## src/sv/job_order_scheduler_top_macros.svh

```systemverilog
// Assertion macros used by the sequencer module.
// Each macro expects clk_i and rst_ni in the scope where it is used.
`ifndef JOB_ORDER_SCHEDULER_TOP_MACROS_SVH
`define JOB_ORDER_SCHEDULER_TOP_MACROS_SVH

// The consequent must hold in the same cycle as the antecedent.
`define JOS_ASSERT_IMP(lbl, ante, cons, msg) \
  lbl: assert property (@(posedge clk_i) disable iff (!rst_ni) (ante) |-> (cons)) \
    else $error(msg);

// The consequent must hold in the cycle after the antecedent.
`define JOS_ASSERT_NXT(lbl, ante, cons, msg) \
  lbl: assert property (@(posedge clk_i) disable iff (!rst_ni) (ante) |=> (cons)) \
    else $error(msg);

`endif

```

## src/sv/jos_pkg.sv

```systemverilog
package jos_pkg;

  localparam int unsigned JosMaxJobs = 32;
  localparam int unsigned CtimeW     = 21;
  localparam int unsigned TotalW     = 26;

  localparam logic       REQ_LOAD  = 1'b0;
  localparam logic       REQ_SCHED = 1'b1;

  localparam logic [1:0] POL_SJF   = 2'd1;
  localparam logic [1:0] POL_PRIO  = 2'd2;

  typedef struct packed {
    logic [7:0]  prio;
    logic [15:0] burst;
    logic [7:0]  id;
  } job_entry_t;

  typedef struct packed {
    logic              empty;
    logic              last;
    logic [TotalW-1:0] total;
    logic [CtimeW-1:0] ctime;
    job_entry_t        entry;
  } result_t;

  typedef enum logic [3:0] {
    ST_IDLE,
    ST_EMPTY,
    ST_CUR_RD,
    ST_CUR_WAIT,
    ST_ORD_RD,
    ST_ORD_WAIT,
    ST_CMP,
    ST_EM_RD,
    ST_EM_WAIT,
    ST_EM_OUT
  } seq_state_e;

  // True when job a must be sent strictly ahead of job b under the policy.
  function automatic logic goes_before(job_entry_t a, job_entry_t b, logic [1:0] pol);
    logic r;
    r = 1'b0;
    if (pol == POL_SJF) begin
      if (a.burst != b.burst) begin
        r = a.burst < b.burst;
      end else begin
        r = a.prio > b.prio;
      end
    end else if (pol == POL_PRIO) begin
      if (a.prio != b.prio) begin
        r = a.prio > b.prio;
      end else begin
        r = a.burst < b.burst;
      end
    end
    return r;
  endfunction

endpackage

```

## src/sv/jos_job_store.sv

```systemverilog
module jos_job_store
  import jos_pkg::*;
#(
  parameter int unsigned MaxJobs = JosMaxJobs,
  localparam int unsigned IdxW   = $clog2(MaxJobs),
  localparam int unsigned CntW   = $clog2(MaxJobs + 1)
) (
  input  logic            clk_i,
  input  logic            rst_ni,
  input  logic            load_i,
  input  job_entry_t      load_entry_i,
  input  logic            rd_en_i,
  input  logic [IdxW-1:0] rd_addr_i,
  output job_entry_t      rd_data_o,
  output logic [CntW-1:0] count_o
);

  job_entry_t      mem [MaxJobs];
  job_entry_t      rd_data_q;
  logic [CntW-1:0] count_q, count_d;
  logic            wr_en;

  assign wr_en   = load_i && (count_q < CntW'(MaxJobs));
  assign count_d = wr_en ? count_q + CntW'(1) : count_q;

  always_ff @(posedge clk_i or negedge rst_ni) begin
    if (!rst_ni) begin
      count_q <= '0;
    end else begin
      count_q <= count_d;
    end
  end

  always_ff @(posedge clk_i) begin
    if (wr_en) begin
      mem[count_q[IdxW-1:0]] <= load_entry_i;
    end
    if (rd_en_i) begin
      rd_data_q <= mem[rd_addr_i];
    end
  end

  assign rd_data_o = rd_data_q;
  assign count_o   = count_q;

endmodule

```

## src/sv/jos_out_stage.sv

```systemverilog
module jos_out_stage
  import jos_pkg::*;
(
  input  logic    clk_i,
  input  logic    rst_ni,
  input  logic    push_i,
  input  result_t res_i,
  output logic    slot_free_o,
  output logic    valid_o,
  input  logic    ready_i,
  output result_t res_o
);

  logic    valid_q, valid_d;
  result_t res_q;

  assign slot_free_o = !valid_q || ready_i;

  always_comb begin
    valid_d = valid_q;
    if (push_i) begin
      valid_d = 1'b1;
    end else if (ready_i) begin
      valid_d = 1'b0;
    end
  end

  always_ff @(posedge clk_i or negedge rst_ni) begin
    if (!rst_ni) begin
      valid_q <= 1'b0;
    end else begin
      valid_q <= valid_d;
    end
  end

  always_ff @(posedge clk_i) begin
    if (push_i) begin
      res_q <= res_i;
    end
  end

  assign valid_o = valid_q;
  assign res_o   = res_q;

endmodule

```

## src/sv/jos_sequencer.sv

```systemverilog
`include "job_order_scheduler_top_macros.svh"

module jos_sequencer
  import jos_pkg::*;
#(
  parameter int unsigned MaxJobs = JosMaxJobs,
  localparam int unsigned IdxW   = $clog2(MaxJobs),
  localparam int unsigned CntW   = $clog2(MaxJobs + 1)
) (
  input  logic            clk_i,
  input  logic            rst_ni,
  input  logic            in_valid_i,
  input  logic            req_type_i,
  input  logic [1:0]      policy_i,
  output logic            in_ready_o,
  input  logic [CntW-1:0] count_i,
  output logic            store_re_o,
  output logic [IdxW-1:0] store_raddr_o,
  input  job_entry_t      store_rdata_i,
  input  logic            slot_free_i,
  output logic            push_o,
  output result_t         res_o
);

  logic [IdxW-1:0] ord_mem [MaxJobs];
  logic [IdxW-1:0] ord_rdata_q;
  logic            ord_we, ord_re;
  logic [IdxW-1:0] ord_waddr, ord_wdata, ord_raddr;

  seq_state_e        state_q, state_d;
  logic [IdxW-1:0]   i_q, i_d, j_q, j_d, k_q, k_d, od_q, od_d;
  job_entry_t        cur_q, cur_d;
  logic [1:0]        pol_q, pol_d;
  logic [CtimeW-1:0] run_q, run_d, run_sum;
  logic [TotalW-1:0] total_q, total_d, tot_sum;
  logic              i_last, k_last;

  assign i_last  = (CntW'(i_q) + CntW'(1)) == count_i;
  assign k_last  = (CntW'(k_q) + CntW'(1)) == count_i;
  assign run_sum = run_q + CtimeW'(store_rdata_i.burst);
  assign tot_sum = total_q + TotalW'(run_sum);

  always_comb begin
    state_d       = state_q;
    i_d           = i_q;
    j_d           = j_q;
    k_d           = k_q;
    od_d          = od_q;
    cur_d         = cur_q;
    pol_d         = pol_q;
    run_d         = run_q;
    total_d       = total_q;
    in_ready_o    = 1'b0;
    store_re_o    = 1'b0;
    store_raddr_o = i_q;
    ord_we        = 1'b0;
    ord_waddr     = j_q;
    ord_wdata     = i_q;
    ord_re        = 1'b0;
    ord_raddr     = k_q;
    push_o        = 1'b0;
    res_o         = '0;

    unique case (state_q)
      ST_IDLE: begin
        in_ready_o = 1'b1;
        if (in_valid_i && (req_type_i == REQ_SCHED)) begin
          if (count_i == '0) begin
            state_d = ST_EMPTY;
          end else begin
            pol_d   = policy_i;
            i_d     = '0;
            state_d = ST_CUR_RD;
          end
        end
      end
      ST_EMPTY: begin
        if (slot_free_i) begin
          push_o       = 1'b1;
          res_o.empty  = 1'b1;
          res_o.last   = 1'b1;
          state_d      = ST_IDLE;
        end
      end
      ST_CUR_RD: begin
        store_re_o    = 1'b1;
        store_raddr_o = i_q;
        j_d           = i_q;
        state_d       = ST_CUR_WAIT;
      end
      ST_CUR_WAIT: begin
        cur_d   = store_rdata_i;
        state_d = ST_ORD_RD;
      end
      ST_ORD_RD: begin
        if (j_q == '0) begin
          ord_we    = 1'b1;
          ord_waddr = j_q;
          ord_wdata = i_q;
          if (i_last) begin
            k_d     = '0;
            run_d   = '0;
            total_d = '0;
            state_d = ST_EM_RD;
          end else begin
            i_d     = i_q + IdxW'(1);
            state_d = ST_CUR_RD;
          end
        end else begin
          ord_re    = 1'b1;
          ord_raddr = j_q - IdxW'(1);
          state_d   = ST_ORD_WAIT;
        end
      end
      ST_ORD_WAIT: begin
        od_d          = ord_rdata_q;
        store_re_o    = 1'b1;
        store_raddr_o = ord_rdata_q;
        state_d       = ST_CMP;
      end
      ST_CMP: begin
        ord_we    = 1'b1;
        ord_waddr = j_q;
        if (goes_before(cur_q, store_rdata_i, pol_q)) begin
          ord_wdata = od_q;
          j_d       = j_q - IdxW'(1);
          state_d   = ST_ORD_RD;
        end else begin
          ord_wdata = i_q;
          if (i_last) begin
            k_d     = '0;
            run_d   = '0;
            total_d = '0;
            state_d = ST_EM_RD;
          end else begin
            i_d     = i_q + IdxW'(1);
            state_d = ST_CUR_RD;
          end
        end
      end
      ST_EM_RD: begin
        ord_re    = 1'b1;
        ord_raddr = k_q;
        state_d   = ST_EM_WAIT;
      end
      ST_EM_WAIT: begin
        store_re_o    = 1'b1;
        store_raddr_o = ord_rdata_q;
        state_d       = ST_EM_OUT;
      end
      ST_EM_OUT: begin
        if (slot_free_i) begin
          push_o      = 1'b1;
          res_o.entry = store_rdata_i;
          res_o.ctime = run_sum;
          res_o.last  = k_last;
          res_o.total = k_last ? tot_sum : '0;
          run_d       = run_sum;
          total_d     = tot_sum;
          if (k_last) begin
            state_d = ST_IDLE;
          end else begin
            k_d     = k_q + IdxW'(1);
            state_d = ST_EM_RD;
          end
        end
      end
      default: begin
        state_d = ST_IDLE;
      end
    endcase
  end

  always_ff @(posedge clk_i or negedge rst_ni) begin
    if (!rst_ni) begin
      state_q <= ST_IDLE;
      i_q     <= '0;
      j_q     <= '0;
      k_q     <= '0;
      pol_q   <= '0;
    end else begin
      state_q <= state_d;
      i_q     <= i_d;
      j_q     <= j_d;
      k_q     <= k_d;
      pol_q   <= pol_d;
    end
  end

  always_ff @(posedge clk_i) begin
    od_q    <= od_d;
    cur_q   <= cur_d;
    run_q   <= run_d;
    total_q <= total_d;
  end

  always_ff @(posedge clk_i) begin
    if (ord_we) begin
      ord_mem[ord_waddr] <= ord_wdata;
    end
    if (ord_re) begin
      ord_rdata_q <= ord_mem[ord_raddr];
    end
  end

  `JOS_ASSERT_IMP(a_push_needs_slot, push_o, slot_free_i, "word pushed into a full output slot")
  `JOS_ASSERT_IMP(a_insert_pos, (state_q == ST_ORD_RD) || (state_q == ST_CMP), j_q <= i_q, "insert position beyond current job")
  `JOS_ASSERT_IMP(a_emit_in_range, state_q == ST_EM_OUT, CntW'(k_q) < count_i, "emit index beyond job count")
  `JOS_ASSERT_NXT(a_last_to_idle, push_o && res_o.last, state_q == ST_IDLE, "run did not end after last word")

endmodule

```

## src/sv/job_order_scheduler_top.sv

```systemverilog
// Load word: accepted when idle, gives no output word.
// Schedule word: insertion sort over the order memory, each comparison being an
// order read, a job read, and a compare and write back; then per output word an
// order read, a job read and a sum. With no jobs stored, a single empty word.
// Reset clears the job count and control state; memory contents stay undefined.
module job_order_scheduler_top
  import jos_pkg::*;
#(
  parameter int unsigned MaxJobs = JosMaxJobs
) (
  input  logic        clk_i,
  input  logic        rst_ni,
  input  logic        s_axis_tvalid,
  output logic        s_axis_tready,
  // job_id[7:0], burst_time[23:8], priority_req[31:24], policy[33:32], zero pad
  input  logic [39:0] s_axis_tdata,
  // req_type[0]
  input  logic        s_axis_tuser,
  output logic        m_axis_tvalid,
  input  logic        m_axis_tready,
  // out_job_id[7:0], out_burst_time[23:8], out_priority[31:24],
  // completion_time[52:32], total_completion[78:53], zero pad
  output logic [79:0] m_axis_tdata,
  output logic        m_axis_tlast,
  // empty_res[0]
  output logic        m_axis_tuser
);

  localparam int unsigned IdxW = $clog2(MaxJobs);
  localparam int unsigned CntW = $clog2(MaxJobs + 1);

  job_entry_t      in_entry, store_rdata;
  logic            load;
  logic            store_re;
  logic [IdxW-1:0] store_raddr;
  logic [CntW-1:0] count;
  logic            slot_free, push;
  result_t         res_push, res_out;

  assign in_entry.id    = s_axis_tdata[7:0];
  assign in_entry.burst = s_axis_tdata[23:8];
  assign in_entry.prio  = s_axis_tdata[31:24];
  assign load = s_axis_tvalid && s_axis_tready && (s_axis_tuser == REQ_LOAD);

  jos_job_store #(.MaxJobs(MaxJobs)) u_store (
    .clk_i        (clk_i),
    .rst_ni       (rst_ni),
    .load_i       (load),
    .load_entry_i (in_entry),
    .rd_en_i      (store_re),
    .rd_addr_i    (store_raddr),
    .rd_data_o    (store_rdata),
    .count_o      (count)
  );

  jos_sequencer #(.MaxJobs(MaxJobs)) u_seq (
    .clk_i         (clk_i),
    .rst_ni        (rst_ni),
    .in_valid_i    (s_axis_tvalid),
    .req_type_i    (s_axis_tuser),
    .policy_i      (s_axis_tdata[33:32]),
    .in_ready_o    (s_axis_tready),
    .count_i       (count),
    .store_re_o    (store_re),
    .store_raddr_o (store_raddr),
    .store_rdata_i (store_rdata),
    .slot_free_i   (slot_free),
    .push_o        (push),
    .res_o         (res_push)
  );

  jos_out_stage u_out (
    .clk_i       (clk_i),
    .rst_ni      (rst_ni),
    .push_i      (push),
    .res_i       (res_push),
    .slot_free_o (slot_free),
    .valid_o     (m_axis_tvalid),
    .ready_i     (m_axis_tready),
    .res_o       (res_out)
  );

  assign m_axis_tdata = {1'b0, res_out.total, res_out.ctime, res_out.entry.prio,
                         res_out.entry.burst, res_out.entry.id};
  assign m_axis_tlast = res_out.last;
  assign m_axis_tuser = res_out.empty;

endmodule

```

## config.mk

```make
export PLATFORM = sky130hd
export DESIGN_NAME = job_order_scheduler_top
export DESIGN_NICKNAME = d
export VERILOG_FILES = /design/src/sv/jos_pkg.sv /design/src/sv/jos_job_store.sv /design/src/sv/jos_out_stage.sv /design/src/sv/jos_sequencer.sv /design/src/sv/job_order_scheduler_top.sv
export VERILOG_INCLUDE_DIRS = /design/src /design/src/sv
export SDC_FILE = /design/constraint.sdc
export NUM_CORES = 2
export LEC_CHECK = 0
export BUFFER_PORTS_ARGS = -buffer_cell sky130_fd_sc_hd__buf_2
export CAP_MARGIN = 20
export CORE_ASPECT_RATIO = 1.1
export CORE_MARGIN = 2
export CORE_UTILIZATION = 30
export DETAILED_ROUTE_END_ITERATION = 16
export GPL_TIMING_DRIVEN = 0
export PLACE_DENSITY_LB_ADDON = 0.12
export SLEW_MARGIN = 20
export SYNTH_ARGS = -nofsm -noshare
export SYNTH_HDL_FRONTEND = slang
export SYNTH_HIERARCHICAL = 1
export SYNTH_SLANG_ARGS = --single-unit
```

## constraint.sdc

```tcl
create_clock -name clk_i -period 4.94 [get_ports clk_i]
set_clock_uncertainty 0.2 [all_clocks]
set_input_delay 0.988 -clock clk_i [delete_from_list [all_inputs] [get_ports clk_i]]
set_output_delay 0.988 -clock clk_i [all_outputs]
set_load 0.1 [all_outputs]
```

==> Word-level counts from Yosys, hierarchy flattened <==
Memories as Yosys holds them, arrays and structs flattened. A register that Yosys moved wholly into a read port is not among the register bits.
Cells that the tools add are included.
{ "totals": {"ram_bits": 1184, "inputBits": 45, "latchBits": 0, "word_cells": 142, "mem_bits_ro": 0, "mem_count": 2, "regBits": 185} }
{ "op_classes": {"mul": 0, "magnitude_cmp": 3, "reduce_logical": 24, "n_eq_ne": 23, "n_bitwise": 2, "n_shift": 0, "n_addsub": 8, "div_mod_pow": 0, "mux": 61} }
{ "memory_table": {"columns": ["memory", "words", "width", "rd", "rd_ports_with_merged_regs", "write_ports", "line_no", "text"], "rows": [
  ["u_store.mem", 32, 32, 1, 1, 1, "jos_job_store.sv:18", "job_entry_t mem [MaxJobs];"],
  ["u_seq.ord_mem", 32, 5, 1, 1, 1, "jos_sequencer.sv:25", "logic [IdxW-1:0] ord_mem [MaxJobs];"]
]} }
{ "op_table": {"columns": ["cell", "n"], "rows": [
  ["$mux W26", 5],
  ["$mux W21", 4],
  ["$mux W5", 16],
  ["$mux W80", 1],
  ["$pmux W26 S3", 1],
  ["$pmux W21 S3", 1],
  ["$pmux W4 S10", 1],
  ["$pmux W5 S3", 2],
  ["$add A26 B21 Y26", 1],
  ["$add A21 B16 Y21", 1],
  ["$mux W1", 17],
  ["$eq A4 B3 Y1 const B", 4],
  ["$lt A16 B16 Y1", 1],
  ["$ne A16 B16 Y1", 1],
  ["$add A5 B1 Y6 const B", 2],
  ["$eq A6 B6 Y1", 2],
  ["$mux W3", 4],
  ["$mux W4", 3],
  ["$add A5 B1 Y5 const B", 2],
  ["$ne A2 B2 Y1 const B", 5],
  ["$pmux W5 S2", 1],
  ["$reduce_and A5 Y1", 2],
  ["$reduce_and A3 Y1", 3],
  ["$eq A4 B2 Y1 const B", 2],
  ["25 further kinds", 39]
]} }

==> Longest topological paths before layout <==
{ "depth": {"ltp_word": 7, "mapped_depth": 19, "depth_no_buf": 19} }

==> Hierarchy <==
Netlist, hierarchy kept.
{ "modules_own_cells": {"columns": ["module", "instances", "area_each_um2", "seq_area_each_um2", "cells_each"], "rows": [
  ["jos_job_store", 1, 41086.9, 31860.6, 2289],
  ["jos_sequencer", 1, 13932.1, 7762.4, 1186],
  ["jos_out_stage", 1, 2479.9, 2457.4, 84],
  ["job_order_scheduler_top", 1, 20.0, 0.0, 3]
]} }

==> Least setup slack after synthesis <==
No wires, ideal clock.
{ "synth_timing": {"path_kind": "reg2reg", "from": "register u_seq.state_q[0]", "to": "memory u_store/mem[31][0] (netlist name) (enable)", "path_stages_with_launch": 9, "n_path_buf": 3, "arrival_ns": 6.175, "period_less_slack_ns": 6.796, "slack_ns": -1.856, "cell_sequence": "dfrtp_1 > clkbuf_1 > nor4_1 > and3b_1 > nor2b_1 > clkbuf_1 > nand2_1 > clkbuf_1 > nor2_1"} }
{ "synth_between": {"elab_chain_cells": 7} }
{ "synth_rtl": {"columns": ["item", "line_no", "text"], "rows": [
  ["start, declared", "jos_sequencer.sv:30", "seq_state_e state_q, state_d;"],
  ["start signal, assigned", "jos_sequencer.sv:182", "state_q <= state_d;"],
  ["$logic_not A4 Y1", "jos_sequencer.sv:64", "unique case (state_q)"],
  ["$mux W1", "jos_sequencer.sv:64", null],
  ["named net s_axis_tready", "job_order_scheduler_top.sv:14", "output logic s_axis_tready,"],
  ["$logic_and A1 B1 Y1 (2 in series)", "job_order_scheduler_top.sv:43", "assign load = s_axis_tvalid && s_axis_tready && (s_axis_tuser == REQ_LOAD);"],
  ["named net load", "job_order_scheduler_top.sv:33", "logic load;"],
  ["$logic_and A1 B1 Y1", "jos_job_store.sv:23", "assign wr_en = load_i && (count_q < CntW'(MaxJobs));"],
  ["$mux W1", "jos_job_store.sv:35", "if (wr_en) begin"],
  ["$mux W1 (implied by the code)", "jos_job_store.sv:36", "mem[count_q[IdxW-1:0]] <= load_entry_i;"],
  ["end, declared", "jos_job_store.sv:18", null]
]} }
The timed path passes the listed nets, and every way through them passes these cells.

==> Worst setup path in the final report <==
{ "layout_timing": {"from": "register u_seq.state_q[2]", "to": "register, netlist name u_store/rd_data_o[17]"} }
{ "layout_between": {"elab_chain_cells": 3} }
{ "layout_rtl": {"columns": ["item", "line_no", "text"], "rows": [
  ["$eq A4 B3 Y1 / $eq A4 B4 Y1 (equally long branches)", "jos_sequencer.sv:64", null],
  ["$reduce_or A2 Y1 (no line) *", null, null],
  ["$mux W5 *", "jos_sequencer.sv:64", null],
  ["named net store_raddr[0]", "job_order_scheduler_top.sv:35", "logic [IdxW-1:0] store_raddr;"]
]} }
The timed path passes the listed nets; every way through them passes the cells marked *.
A chain may end at the register's enable or synchronous reset.

==> reports/results.ini <==
[setup_path]
critPathArrivalTime_ns=4.97
end_kind=register
rr_worst_depth=13
crit_path_frequent_cell=buf_2
rrSetupSlack_ns=0.21
cp.required_ns=5.18
cp_slowest_cell=a31oi_1
r2r-end=u_store/rd_data_o[17]$_DFFE_PP_
worst_setup_path_start_kind=register
crit_chain=clkbuf_1 -> nand2b_1 -> nor2_1 -> a21oi_1 -> nor2_2 -> mux2_2 -> nor2_1 -> buf_2 -> buf_2 -> buf_2 -> nand2_1 -> a31oi_1 -> nand3_1
timing.rr.start=u_seq/state_q[2]$_DFFE_PN0P_
critPathKind=register to register
worstPathMaxFanout=10
cp_slowest_stage_delay_ns=0.62

[logic_synthesis]
synth_top_area_share=0.719
synth_nets=3682
synth_area_leader_cell=edfxtp_1
synth.area.top_cells=edfxtp_1 72%, mux2i_1 9.3%, ha_1 1.6%, a21oi_1 1.4%, nor2_1 1.3%
synth_seq_area_share=0.732
ys_async_sr_fraction=0.0199
syn_area_per_cell_um2=16.1
synth_ff_type=edfxtp_1
synth_seq_cells=1406
synth_cell_type_count=70
syn_inst=3562
synth_edf_count=1378
yosys_warnings=6
syn_area_um2=57500

[timing]
slew_violations=0
fmax_ghz=0.211
finalCritPeriodShare=0.958
rsz0062_at_grt=true
setup_viol=0
finalHoldWorstSlack_ns=0.0683
tightest_slew_ns=1.11
finalHoldViolations=0
setup_slack_ns=0.208
period_minus_slack_ns=4.73
relSlewSlack=0.256

[cells_and_area]
stdcell_count=6574
drive_above_1_share=0.153
area_growth_pct=18.0
fin_nets=4016

[detailed_routing]
detail_route.vias_per_cell=4.81
num_vias=31631
dr.pass1.iters=5
wl_per_cell_um=23.8
route.detailed.drc=0
routed_wl_mm=156
drt_iter0_markers=2116
antenna_left=0

[global_route]
track_usage=0.159
grt_pass1_vias=32196
grt_overflow=0
antenna_found_initial=18
grt_max_degree=59
grt_pass1_wl_mm=227

[clocking]
clock-sinks=1406
cts_max_path_buffers=3
cts_tree=yes
root_buffer=clkbuf_16
clock_latency_ns=0.79
h-tree-depth=4
numCtsBuffers=158
clk_pin_slew_ns=0.06

[power_and_ir_drop]
leakagePower_nw=21.6
power_density_nw_per_um2=465
peakVddDrop_mv=0.328

[floorplanning]
start_util=0.302
coreArea_um2=190000
core.rowCount=168
dieWidth_um=421
ios=129
dieArea_um2=195000
fp.dieH_um=463

[run]
cap_violations=0

[worst_hold_path]
holdCritPathClass=input pin to asynchronous set/reset pin

[placement]
placedCellCount=6279
numPortBuffers=121
place_congestion=0.791
dpl_worst_slack_ns=-1.03
hpwlAfterDp_mm=108

[status]
status=completed

-- registers in the layout, summed over array words and instances (netlist names), 6 cells and up --
register and cells:
u_seq/total_q 26, u_store/count_o 6, u_seq/run_q 21, u_seq/cur_q 24, u_out/res_o 81, u_store/rd_data_o 32
u_seq/ord_mem 160, u_store/mem 1024
-- Yosys cell counts (all sizes together), types with 4 or more instances --
| cell | n |
|---|---|
| or3 | 8 |
| o21ai | 64 |
| clkbuf | 93 |
| nand3b | 6 |
| a21oi | 159 |
| mux4 | 30 |
| xor2 | 25 |
| edfxtp | 1378 |
| a31oi | 41 |
| a21o | 22 |
| buf | 92 |
| a22o | 74 |
| o2111ai | 5 |
| mux2i | 536 |
| a211o | 8 |
| o21a | 6 |
| nor3b | 7 |
| nand4 | 13 |
| a211oi | 8 |
| and4 | 4 |
| ha | 73 |
| nand2 | 173 |
| dfrtp | 28 |
| and2 | 9 |
| a22oi | 96 |
| inv | 65 |
| nand3 | 124 |
| nor2 | 197 |
| xnor2 | 28 |
| mux2 | 10 |
| o21bai | 6 |
| nor3 | 64 |
| and3 | 17 |
| or2 | 6 |
| a221oi | 10 |
| nand2b | 19 |
| o211ai | 4 |
| nor2b | 17 |
-- cells in the final DEF (no fill, tap or decap), types with 13 or more instances in the layout --
cell type | synthesis | routed
a21o_1 | 22 | 22
a21oi_1 | 159 | 152
a22o_1 | 74 | 74
a22oi_1 | 96 | 96
a31oi_1 | 41 | 37
and3_1 | 17 | 17
buf_12 | 0 | 24
buf_16 | 0 | 16
buf_2 | 40 | 162
buf_4 | 34 | 45
buf_6 | 16 | 18
clkbuf_1 | 91 | 118
clkbuf_16 | 0 | 163
clkinv_1 | 0 | 30
clkinv_2 | 0 | 22
dfrtp_1 | 28 | 28
edfxtp_1 | 1378 | 1378
ha_1 | 73 | 70
inv_1 | 65 | 63
mux2i_1 | 535 | 534
mux4_2 | 30 | 30
nand2_1 | 173 | 173
nand2b_1 | 17 | 16
nand3_1 | 123 | 123
nand4_1 | 13 | 13
nor2_1 | 196 | 163
nor2_4 | 0 | 32
nor2b_1 | 17 | 17
nor3_1 | 64 | 63
o21ai_0 | 63 | 60
xnor2_1 | 28 | 24
xor2_1 | 25 | 21
-- worst max-delay path: cells and delay by family (launching register included) --
family | cells | cell delay [ns]
flip-flops | 1 | 0.43
buffers and inverters | 4 | 1.29
multiplexers | 1 | 0.50
AO/OA/AOI/OAI | 2 | 0.69
AND/OR/NAND/NOR | 6 | 1.26
-- where the power goes --
| part | switching [W] | internal (W) | total (W) |
|---|---|---|---|
| Sequential | 0.000258 | 0.0137 | 0.0139 |
| Clock | 0.00474 | 0.00669 | 0.0114 |
| Combinational | 0.00435 | 0.00185 | 0.00620 |
| Total | 0.00935 | 0.0222 | 0.0316 |
-- how the worst max path moves through the flow --
stage | start | to | slack [ns] | cells after the start
2_1_floorplan | u_seq/state_q[0]$_DFFE_PN0P_ | u_store/mem[31][0]$_DFFE_PP_ | 0.20 | 8
3_3_place_gp | u_store/rd_data_o[19]$_DFFE_PP_ | u_seq/ord_mem[1][3]$_DFFE_PP_ | -2.16 | 9
3_5_place_dp | u_store/rd_data_o[8]$_DFFE_PP_ | u_seq/total_q[23]$_SDFFCE_PN0P_ | -1.03 | 19
4_1_cts | u_store/rd_data_o[8]$_DFFE_PP_ | u_seq/total_q[23]$_SDFFCE_PN0P_ | 0.02 | 19
5_1_grt | u_store/rd_data_o[8]$_DFFE_PP_ | u_seq/total_q[21]$_SDFFCE_PN0P_ | -0.02 | 20
6_report | u_seq/state_q[2]$_DFFE_PN0P_ | u_store/rd_data_o[17]$_DFFE_PP_ | 0.21 | 13
-- area by class of cell --
class	instances	area (um2)
inverter	65	249
fill	18288	123000
multi-input combinational	1906	14700
tap	2550	3190
antenna	6	15.0
clock buffer	206	4250
timing repair buffer	175	1640
sequential	1406	42100
clock inverter	76	757
buffer	184	1020
-- per-layer routing --
layer / track usage / vias up / wire, um
met1: 0.214 / 16140 / 70300
met2: 0.261 / 688 / 74800
met5: 0 / - / 113
li1: - / 14562 / -
met3: 0.0317 / 225 / 7810
met4: 0.0401 / 16 / 3320
-- per-stage QoR --
step	setup TNS, ns	util	power [W]	cell area, um2
6_report	0	0.357	0.0316	67900
2_1_floorplan	0	-	0.0180	57500
3_3_place_gp	-1166.13	0.322	0.0201	61300
5_1_grt	-0.0291	0.356	0.0330	67900
3_5_place_dp	-12.05	0.329	0.0202	62600
4_1_cts	0	0.356	0.0319	67700
-- kinds of logic after synthesis --
family | after synthesis | synth area share
and+or+nand+nor | 671 | 0.0538
other | 1 | 0.0000652
adders and majority gates | 75 | 0.0166
AOI/OAI and AO/OA | 530 | 0.0613
xor gates and xnor gates | 53 | 0.00807
DFF | 1406 | 0.732
buffers and inverters | 250 | 0.0216
muxes | 576 | 0.107
-- repair_timing --
action	CTS	global route
pin swaps	5	7
hold buffers	0	0
resized for setup	24	36
cloned	0	0
setup buffers	4	4
setup endpoints to repair	40	47
No activity file was read; power rests on OpenSTA's default activity.
